===== src/rtl/ist_pkg.sv =====
// ist_pkg: shared types, operation codes and widths for the integer set table.
// Used by ist_cell and integer_set_table; depends on nothing else.
`timescale 1ns / 1ps

package ist_pkg;

   localparam int VALUE_W          = 32;
   localparam int FUNC_W           = 2;
   localparam int SIZE_W           = 5;
   localparam int DEFAULT_CAPACITY = 16;

   typedef logic signed [VALUE_W-1:0] value_type;
   typedef logic        [FUNC_W-1:0]  func_type;
   typedef logic        [SIZE_W-1:0]  size_type;

   // operation codes; the unused code behaves as a query
   localparam func_type FUNC_ADD    = 2'd0;
   localparam func_type FUNC_DELETE = 2'd1;
   localparam func_type FUNC_QUERY  = 2'd2;

   // control broadcast from the sequencer to every cell of the chain
   typedef struct packed {
      logic compare;   // latch this cell's match against the incoming value
      logic push;      // shift the chain up by one, new value into cell 0
      logic pull;      // cells at and above the hit take their upper neighbor
   } cmd_type;

endpackage


===== src/rtl/integer_set_table.sv =====
// integer_set_table: set of distinct signed 32-bit values in a chain of cells.
// Depends on ist_pkg and ist_cell.
`timescale 1ns / 1ps
//
//   channel   direction  handshake           payload
//   req_      in         req_valid/req_stall req_func, req_value
//   rsp_      out        rsp_valid/rsp_stall rsp_was_present, rsp_set_size,
//                                            rsp_rejected_full
//
// In the accept cycle every cell compares its entry with req_value and
// registers a match bit; in the commit state the match bits ripple up the
// cell chain and, once the result register is free, the table commits
// push, pull or nothing, loading the result register. req_stall is high in
// the commit state, so it stays high while a full result register is stalled.
// Reset clears the fill count, the control state, the result valid flag and
// the cells' match flags; cells at or above the fill count are never compared,
// so no clearing pass is needed. A result waiting under rsp_stall does not
// block acceptance of the next transaction, only its commit.

module integer_set_table #(
   parameter int CAPACITY = ist_pkg::DEFAULT_CAPACITY
) (
   input  logic               clock,
   input  logic               reset,
   input  logic               req_valid,
   output logic               req_stall,
   input  ist_pkg::func_type  req_func,
   input  ist_pkg::value_type req_value,
   output logic               rsp_valid,
   input  logic               rsp_stall,
   output logic               rsp_was_present,
   output ist_pkg::size_type  rsp_set_size,
   output logic               rsp_rejected_full
);
   import ist_pkg::*;

   localparam int CNT_W = $clog2(CAPACITY + 1);

   localparam logic ST_IDLE   = 1'b0;
   localparam logic ST_COMMIT = 1'b1;

   logic             state_ff;
   logic             state_in;
   logic [CNT_W-1:0] count_ff;
   logic [CNT_W-1:0] count_in;
   func_type         func_ff;
   value_type        value_ff;

   logic             rsp_valid_ff;
   logic             was_present_ff;
   size_type         set_size_ff;
   logic             rejected_full_ff;

   cmd_type          cmd;
   logic             accept;
   logic             out_free;
   logic             commit;
   logic             hit;
   logic             full;
   logic             add_op;
   logic             del_op;
   logic [CNT_W+SIZE_W-1:0] count_wide;

   value_type        entry_w  [CAPACITY];
   logic [CAPACITY-1:0] match_w;
   logic [CAPACITY:0]   prefix_w;

   // handshake: hold off new requests while one waits to commit
   assign req_stall = (state_ff == ST_COMMIT);
   assign accept    = req_valid && !req_stall;
   assign out_free  = !rsp_valid_ff || !rsp_stall;
   assign commit    = (state_ff == ST_COMMIT) && out_free;

   // the top of the match chain says whether any held entry matched
   assign hit    = prefix_w[CAPACITY];
   assign full   = (count_ff == CNT_W'(CAPACITY));
   assign add_op = (func_ff == FUNC_ADD);
   assign del_op = (func_ff == FUNC_DELETE);

   assign cmd.compare = accept;
   assign cmd.push    = commit && add_op && !hit && !full;
   assign cmd.pull    = commit && del_op && hit;

   always_comb begin
      count_in = count_ff;
      if (cmd.push) begin
         count_in = count_ff + CNT_W'(1);
      end else if (cmd.pull) begin
         count_in = count_ff - CNT_W'(1);
      end
   end

   // zero-extend before taking the low bits of the size field
   assign count_wide = {{SIZE_W{1'b0}}, count_in};

   always_comb begin
      state_in = state_ff;
      unique case (state_ff)
         ST_IDLE: begin
            if (accept) begin
               state_in = ST_COMMIT;
            end
         end
         ST_COMMIT: begin
            if (commit) begin
               state_in = ST_IDLE;
            end
         end
         default: state_in = ST_IDLE;
      endcase
   end

   // chain of cells; cell 0 takes the new value on push
   assign prefix_w[0] = 1'b0;

   for (genvar i = 0; i < CAPACITY; i++) begin : g_cell
      value_type lower_w;
      value_type upper_w;

      if (i == 0) begin : g_first
         assign lower_w = value_ff;
      end else begin : g_lower
         assign lower_w = entry_w[i-1];
      end

      if (i == CAPACITY - 1) begin : g_last
         assign upper_w = entry_w[i];
      end else begin : g_upper
         assign upper_w = entry_w[i+1];
      end

      ist_cell #(
         .INDEX (i),
         .CNT_W (CNT_W)
      ) u_cell (
         .clock       (clock),
         .reset       (reset),
         .cmd         (cmd),
         .req_value   (req_value),
         .count       (count_ff),
         .lower_entry (lower_w),
         .upper_entry (upper_w),
         .prefix_in   (prefix_w[i]),
         .entry       (entry_w[i]),
         .match       (match_w[i]),
         .prefix_out  (prefix_w[i+1])
      );
   end

   always_ff @(posedge clock) begin
      if (reset) begin
         state_ff     <= ST_IDLE;
         count_ff     <= '0;
         rsp_valid_ff <= 1'b0;
      end else begin
         state_ff <= state_in;
         count_ff <= count_in;
         if (commit) begin
            rsp_valid_ff <= 1'b1;
         end else if (!rsp_stall) begin
            rsp_valid_ff <= 1'b0;
         end
      end
   end

   // request and result payload
   always_ff @(posedge clock) begin
      if (accept) begin
         func_ff  <= req_func;
         value_ff <= req_value;
      end
      if (commit) begin
         was_present_ff   <= hit;
         set_size_ff      <= count_wide[SIZE_W-1:0];
         rejected_full_ff <= add_op && !hit && full;
      end
   end

   assign rsp_valid         = rsp_valid_ff;
   assign rsp_was_present   = was_present_ff;
   assign rsp_set_size      = set_size_ff;
   assign rsp_rejected_full = rejected_full_ff;

   // values are distinct, so at most one cell can match
   assert property (@(posedge clock) disable iff (reset) $onehot0(match_w))
      else $error("more than one cell matched");

   assert property (@(posedge clock) disable iff (reset) count_ff <= CNT_W'(CAPACITY))
      else $error("fill count above capacity");

   assert property (@(posedge clock) disable iff (reset) !(cmd.push && cmd.pull))
      else $error("push and pull in the same cycle");

   assert property (@(posedge clock) disable iff (reset) commit |=> !req_stall && rsp_valid)
      else $error("commit did not free the request side or load a result");

   assert property (@(posedge clock) disable iff (reset)
      rsp_valid && rsp_rejected_full |-> !rsp_was_present)
      else $error("full rejection reported for a present value");

endmodule


===== src/rtl/ist_cell.sv =====
// ist_cell: one slot of the set chain, holding a value and its match flag.
// Depends on ist_pkg.
`timescale 1ns / 1ps

module ist_cell #(
   parameter int INDEX = 0,
   parameter int CNT_W = 5
) (
   input  logic               clock,
   input  logic               reset,
   input  ist_pkg::cmd_type   cmd,
   input  ist_pkg::value_type req_value,
   input  logic [CNT_W-1:0]   count,
   input  ist_pkg::value_type lower_entry,
   input  ist_pkg::value_type upper_entry,
   input  logic               prefix_in,
   output ist_pkg::value_type entry,
   output logic               match,
   output logic               prefix_out
);
   import ist_pkg::*;

   value_type entry_ff;
   value_type entry_in;
   logic      match_ff;
   logic      match_in;
   logic      occupied;

   assign occupied   = CNT_W'(INDEX) < count;
   assign prefix_out = prefix_in | match_ff;

   always_comb begin
      match_in = match_ff;
      if (cmd.compare) begin
         match_in = occupied && (entry_ff == req_value);
      end
   end

   // push shifts up the whole chain, pull closes the gap left by the hit
   always_comb begin
      entry_in = entry_ff;
      if (cmd.push) begin
         entry_in = lower_entry;
      end else if (cmd.pull && prefix_out) begin
         entry_in = upper_entry;
      end
   end

   always_ff @(posedge clock) begin
      if (reset) begin
         match_ff <= 1'b0;
      end else begin
         match_ff <= match_in;
      end
   end

   always_ff @(posedge clock) begin
      entry_ff <= entry_in;
   end

   assign entry = entry_ff;
   assign match = match_ff;

endmodule


===== config.mk =====
export PLATFORM = sky130hd
export DESIGN_NAME = integer_set_table
export DESIGN_NICKNAME = d
export VERILOG_FILES = /design/src/rtl/ist_pkg.sv /design/src/rtl/integer_set_table.sv /design/src/rtl/ist_cell.sv
export SDC_FILE = /design/constraint.sdc
export NUM_CORES = 1
export LEC_CHECK = 0
export BUFFER_PORTS_ARGS = -buffer_cell sky130_fd_sc_hd__buf_2
export CORE_MARGIN = 5
export CORE_UTILIZATION = 65
export CTS_BUF_LIST = sky130_fd_sc_hd__clkbuf_8 sky130_fd_sc_hd__clkbuf_16
export CTS_CLUSTER_DIAMETER = 120
export DETAILED_ROUTE_END_ITERATION = 16
export PLACE_DENSITY = 0.82
export SYNTH_ARGS = -nofsm -noshare
export SYNTH_HDL_FRONTEND = slang
export SYNTH_SLANG_ARGS = --single-unit

===== constraint.sdc =====
create_clock -name clock -period 8.4 [get_ports clock]
set_clock_uncertainty 0.15 [all_clocks]
set_input_delay 1.26 -clock clock [delete_from_list [all_inputs] [get_ports clock]]
set_output_delay 1.26 -clock clock [all_outputs]
set_load 0.01 [all_outputs]

## Word-level counts from Yosys, hierarchy flattened

Index checks and enable logic that the tools add are counted.
Widths: inputs -> output; s select.

| word-level totals | value |
|---|---|
| register bits after elaboration | 576 |
| output and inout bits | 9 |
| logic and storage cells | 192 |
| input port bits | 38 |

| operators by class | value |
|---|---|
| magnitude comparators | 16 |
| eq/ne operators | 19 |
| muxes and demuxes | 37 |
| $add $sub $neg | 2 |
| bitwise operators | 16 |
| reduce and logical (&&, ||, !) cells | 62 |

Operators by type and width:

| kind | count |
|---|---|
| $mux 32 | 30 |
| $eq 32x32->1 | 16 |
| $logic_and 1x1->1 | 40 |
| $lt 4x5->1 const A | 8 |
| $reduce_bool 2->1 | 15 |
| $lt 3x5->1 const A | 4 |
| $or 1x1->1 | 15 |
| $lt 1x5->1 const A | 2 |
| $lt 2x5->1 const A | 2 |
| $mux 5 | 2 |
| $add 5x1->5 const B | 1 |
| $eq 5x5->1 const B | 1 |
| $logic_not 1->1 | 5 |
| $sub 5x1->5 const B | 1 |
| $mux 1 | 4 |
| $eq 2x1->1 const B | 1 |
| $logic_not 2->1 | 1 |
| $ne 2x1->1 const B | 1 |
| $pmux 1 s2 | 1 |
| $logic_or 1x1->1 | 1 |
| $not 1->1 | 1 |

## Depth between registers and ports, before layout

| logic depth | value |
|---|---|
| word-level depth | 19 |
| depth in mapped cells | 11 |
| gate-level depth less buffers | 8 |

## Hierarchy

From an unflattened synthesis, not the netlist that was laid out.

| second synthesis, totals | value |
|---|---|
| cell total of the unflattened synthesis | 2007 |
| area total of the unflattened synthesis | 29882.4 um^2 |

Modules (own cells, without submodules):

| module | cells each | area an instance (um^2) | times used | sequential area each (um^2) |
|---|---|---|---|---|
| ist_cell (g_cell[6].u_cell ...) | 119 | 1750.4 | 2 | 980.9 |
| ist_cell (g_cell[2].u_cell) | 125 | 1788.0 | 1 | 980.9 |
| ist_cell (g_cell[1].u_cell) | 118 | 1773.0 | 1 | 980.9 |
| ist_cell (g_cell[4].u_cell) | 120 | 1767.9 | 1 | 980.9 |
| ist_cell (g_cell[14].u_cell) | 119 | 1766.7 | 1 | 980.9 |
| ist_cell (g_cell[10].u_cell) | 120 | 1760.4 | 1 | 980.9 |
| ist_cell (g_cell[5].u_cell) | 118 | 1759.2 | 1 | 980.9 |
| ist_cell (g_cell[8].u_cell) | 119 | 1759.2 | 1 | 980.9 |
| ist_cell (g_cell[11].u_cell) | 118 | 1756.7 | 1 | 980.9 |
| ist_cell (g_cell[7].u_cell) | 119 | 1755.4 | 1 | 980.9 |
| ist_cell (g_cell[12].u_cell) | 120 | 1754.2 | 1 | 980.9 |
| ist_cell (g_cell[13].u_cell) | 119 | 1754.2 | 1 | 980.9 |
| ist_cell (g_cell[0].u_cell) | 119 | 1751.7 | 1 | 980.9 |
| ist_cell (g_cell[3].u_cell) | 118 | 1751.7 | 1 | 980.9 |
| +2 rows | -- | -- | -- | -- |

## Worst setup path before layout

Ideal clock, no wire load.

| path | value |
|---|---|
| path type | input to register |
| start point | in rsp_stall |
| end point | reg g_cell[4].u_cell.entry_ff[0], enable pin |
| setup time | 0.466 ns |
| stages on the path | 5 |
| arrival time | 4.789 ns |
| path buffers | 1 |
| slack | 2.995 ns |
| required time | 7.784 ns |
| cells stage by stage | a21boi_1 > and3b_1 > clkbuf_1 > o31ai_2 > o21ai_0 |

| between the ends | value |
|---|---|
| cells in the longest elaborated chain, start to end | 7 |
| elaborated cells between the ends (all ways) | 10 |
| those cells by class | reduce/logical (10) |

RTL lines:

| what | RTL line | source |
|---|---|---|
| from (decl) | integer_set_table.sv:30 | `input logic rsp_stall,` |
| $logic_not 1->1 * | -- |  |
| $logic_or 1x1->1 * | integer_set_table.sv:71 | `assign out_free = !rsp_valid_ff \|\| !rsp_stall;` |
| $logic_and 1x1->1 * | integer_set_table.sv:72 | `assign commit = (state_ff == ST_COMMIT) && out_free;` |
| $logic_and 1x1->1 (on tied branches) (2 in a row) | integer_set_table.sv:81, integer_set_table.sv:82 |  |
| $logic_and 1x1->1 (on tied branches) | integer_set_table.sv:81, ist_cell.sv:44 |  |
| $reduce_bool 2->1 (no source line) * | -- |  |
| to (signal assigned) | ist_cell.sv:58 | `entry_ff <= entry_in;` |
| to (decl) | ist_cell.sv:23 | `value_type entry_ff;` |

Every way passes the cells marked *; elsewhere a longest branch is shown, timed or not.
A chain may end at the register's enable or synchronous reset.

## Worst setup path in the final report

| path | value |
|---|---|
| start point | in rsp_stall |
| end point | reg g_cell[5].u_cell.entry_ff[14], enable pin |

| between the ends | value |
|---|---|
| cells in the longest elaborated chain, start to end | 7 |
| elaborated cells between the ends (all ways) | 10 |
| those cells by class | reduce/logical (10) |

RTL lines:

| what | RTL line | source |
|---|---|---|
| $logic_not 1->1 * | -- |  |
| $logic_or 1x1->1 * | integer_set_table.sv:71 |  |
| $logic_and 1x1->1 * | integer_set_table.sv:72 |  |
| named net commit | integer_set_table.sv:57 | `logic commit;` |
| $logic_and 1x1->1 (on tied branches) (2 in a row) | integer_set_table.sv:81, integer_set_table.sv:82 |  |
| $logic_and 1x1->1 (on tied branches) | integer_set_table.sv:81, ist_cell.sv:44 |  |
| $reduce_bool 2->1 (no source line) * | -- |  |
| to (signal assigned) | ist_cell.sv:58 |  |
| to (decl) | ist_cell.sv:23 |  |

Mark *: on every way through the listed nets, which the timed path passes. The rest lies on a longest branch.

==> key figures <==
Status
  • Run status: completed

Power and ir drop
  • Power density over the cells: 199 nW/um^2
  • Final Total Pwr: 6390 uW
  • Leak pwr: roughly 0.013 uW
  • Peak VDD IR: 0.216 mV

Synth
  • Synth cell types: 46
  • Seq/Total Area, Yosys: ~58%
  • Yosys top cell area share: a little under three fifths
  • Synth Flop Type: edfxtp_1
  • Synthesized netlist net count: approximately 3000
  • Syn avg cell area: a little under 10 sq um
  • Most frequent cell after synthesis: nand2_1
  • Fraction of registers with async set/reset: 0%
  • Top post-synthesis cells by count: nand2_1 (1473), edfxtp_1 (553), xnor2_1 (263)
  • Mapped Area: between 20000 and 30000 sq um
  • Number of synthesized register bits: 576
  • Top cell type by total area after synthesis: edfxtp_1
  • Gate Count Post-Synth: approximately 3000
  • Post-synth EDFFs: between 500 and 600
  • Synth area leaders: edfxtp_1 (56%), nand2_1 (19%), xnor2_1 (7.8%)
  • Synth warnings: 0

Critical path
  • Kind of critical path: in2reg
  • R2R cell count: 9
  • Crit path DAT: slightly below 5 ns
  • WP data required: roughly 8.5 ns
  • Worst r2r src: count_ff[0]$_SDFF_PP0_
  • Startpoint Class: input port
  • Critical Path Fanout Max: around 220
  • CP Capture Type: flip-flop
  • RR Endpoint: g_cell[5].u_cell.entry[14]$_DFFE_PP_
  • Worst R2R Setup Slack: 3.82 ns

Global routing
  • Largest net degree at the start of global routing: 217
  • First-pass GRT wire length: about 140 mm
  • Total track usage: between 30% and 40%
  • Total grt overflow: 0
  • Vias in the first global route: ~23000
  • Initial antenna violation count: 1

Route
  • WL met2: around 42 mm
  • DRT Wirelength: between 90 and 100 mm
  • Routed Antenna Nets: 0
  • Met1 WL: 31.8 mm
  • Top routing layer used: met4
  • Routed via count: ~24000
  • WL met3: approximately 14 mm
  • DR iter-0 viols: 4332
  • Routed length per instance: 26.5 microns
  • DRC violations left: 0
  • Pre-antenna DRT Iters: 7
  • Via-to-Cell Ratio: ~6.5

Clock network
  • PostCTS Resize Cnt: 0
  • Clk Latency, worst-skew pair: 0.63 ns
  • CTS sink cnt: about 580
  • Bufs on Longest Clock Path: 3
  • CTS Buf Count: 57
  • Clock-pin transition on the worst setup and hold timing paths: about 0.060 ns
  • Root buffer selected by CTS: clkbuf_16
  • TritonCTS clock tree: done
  • CTS Hold Buffers Added: 0
  • H-tree level count: 2
  • Post-CTS Setup Inserts: 0

Final layout
  • ANT cells: 0
  • P&R area growth vs syn: 8.10%
  • Register Area: roughly 17000 sq um
  • Layout Nets: just over 3000
  • Filler cells: between 3000 and 4000
  • Multi-input gate area: about 12000 sq um
  • Ratio of cells with drive above 1 in the final layout: 5.76%
  • Fin cells: roughly 3600

STA
  • Slew Viols, Final: 0
  • Fin crit share: 57.2%
  • Highest clock rate: between 0.2 and 0.25 GHz
  • # setup viols final: 0
  • Setup TNS: 0 ns
  • RSZ-0062 raised after global routing: false
  • Fin crit period: between 4 and 5 ns
  • Slew of the pin with the lowest slew margin: between 1 and 1.5 ns
  • Max-slew headroom: approximately 15%
  • Post-route setup slack: between 3 and 4 ns
  • Final Hold Vio Count: 0

Placement
  • Setup WS pre-CTS: roughly 3.2 ns
  • Dpl cells: around 3500
  • Final GP Congestion: around 1.0
  • Port Buffers: 46
  • Post-detail-place hpwl: 62.8 mm

Floorplan
  • Die ar.: 50000 sq um
  • CORE AREA: ~45000 sq um
  • Die Y: 224 microns
  • Die Width: 224 microns
  • Boundary pin count: 47
  • Starting Density: 65.5%
  • Rows: just under 80

Run
  • Maxcap violations: 0

Worst hold path
  • Hold endpoint: g_cell[9].u_cell.match$_SDFFE_PP0P_
  • Hold Crit Start: g_cell[9].u_cell.match$_SDFFE_PP0P_
  • Worst hold path depth: 2
  • Worst Hold Class: reg2reg
worst max-delay path, cell delays in order:
cell and delay (ns):
buf_2 0.10, a21boi_1 0.71, and4_1 0.40, nand3_4 0.53
buf_4 0.62, buf_12 0.37, o21ai_2 0.19, buf_4 0.44
routing by layer:
| layer | vias to the layer above | track usage [%] |
|---|---|---|
| met2 | 2196 | 57.3 |
| met3 | 521 | 9.83 |
| met5 | - | 0 |
| met1 | 11000 | 48.2 |
| met4 | 0 | 24.2 |
| li1 | 9926 | - |
flip-flops by register name, summed over array words and instances (netlist names):
| signal | cells |
|---|---|
| g_cell.u_cell.entry | 512 |
| rsp_rejected_full | 1 |
| rsp_valid | 1 |
| g_cell.lower_w | 32 |
| g_cell.u_cell.match | 16 |
| rsp_set_size | 5 |
| func_ff | 2 |
| req_stall | 1 |
| count_ff | 5 |
| rsp_was_present | 1 |
through the flow:
step                instance area, sq um  utilization [%]  hold slack, ns
floorplan                          29700                -           0.275
global placement                   30200             66.7           0.306
detailed placement                 30200             66.7           0.328
CTS                                32100             70.8           0.338
global route                       32100             70.8           0.350
finish                             32100             70.8           0.339
report_power, final:
part	switching [uW]	total (uW)	internal [uW]
sequential	82.4	3310	3230
clock	1120	2550	1430
combinational	370	531	161
kinds of logic after synthesis:
| kind of cell | share of synthesized area, % |
|---|---|
| compound gates | 1.08 |
| buf+inv | 2.57 |
| fa+ha+maj | 0.127 |
| flops | 57.5 |
| xor+xnor | 15.2 |
| mux | 0.219 |
| simple gates | 23.2 |
layout by cell type (no fill, tap or decap), drive strengths merged, types with 2 or more instances in the layout:
cell type | netlist | routed
a22o | 2 | 2
nand4 | 78 | 78
inv | 3 | 16
a2111oi | 2 | 2
o31ai | 5 | 5
a21oi | 8 | 8
ha | 3 | 3
clkinv | 1 | 22
buf | 55 | 77
nor2 | 19 | 19
dfxtp | 23 | 23
a31oi | 2 | 2
clkbuf | 128 | 64
nor4 | 77 | 77
edfxtp | 553 | 553
or3 | 2 | 2
mux2i | 2 | 2
mux2 | 4 | 4
clkinvlp | 0 | 4
xor2 | 253 | 253
o21ai | 24 | 24
nand2b | 2 | 2
nand3 | 19 | 19
bufinv | 0 | 4
nor3 | 15 | 15
nor2b | 5 | 5
or4 | 2 | 2
a211oi | 3 | 3
nand2 | 1473 | 1473
xnor2 | 263 | 263
and2 | 2 | 2
cell type report:
type / instances / share of cell area [%]
Clock buffer: 64 / 4.82
Clock inverter: 42 / 0.936
Inverter: 4 / 0.0702
Multi-Input combinational cell: 2277 / 37.1
Sequential cell: 576 / 53.2
Tap cell: 600 / 2.34
Timing Repair Buffer: 77 / 1.52
how the worst max path moves through the flow:
stage | start | end | slack, ns | depth (start not counted)
3_5_place_dp | rsp_stall | g_cell[6].u_cell.entry[3]$_DFFE_PP_ | 3.16 | 8
3_3_place_gp | rsp_stall | g_cell[2].u_cell.entry[7]$_DFFE_PP_ | 3.32 | 8
6_report | rsp_stall | g_cell[5].u_cell.entry[14]$_DFFE_PP_ | 3.59 | 8
5_1_grt | rsp_stall | g_cell[6].u_cell.entry[7]$_DFFE_PP_ | 3.42 | 8
4_1_cts | rsp_stall | g_cell[1].u_cell.entry[28]$_DFFE_PP_ | 3.73 | 8
2_1_floorplan | rsp_stall | g_cell[4].u_cell.entry[0]$_DFFE_PP_ | 3.00 | 5
(Power assumes the default switching activity.)
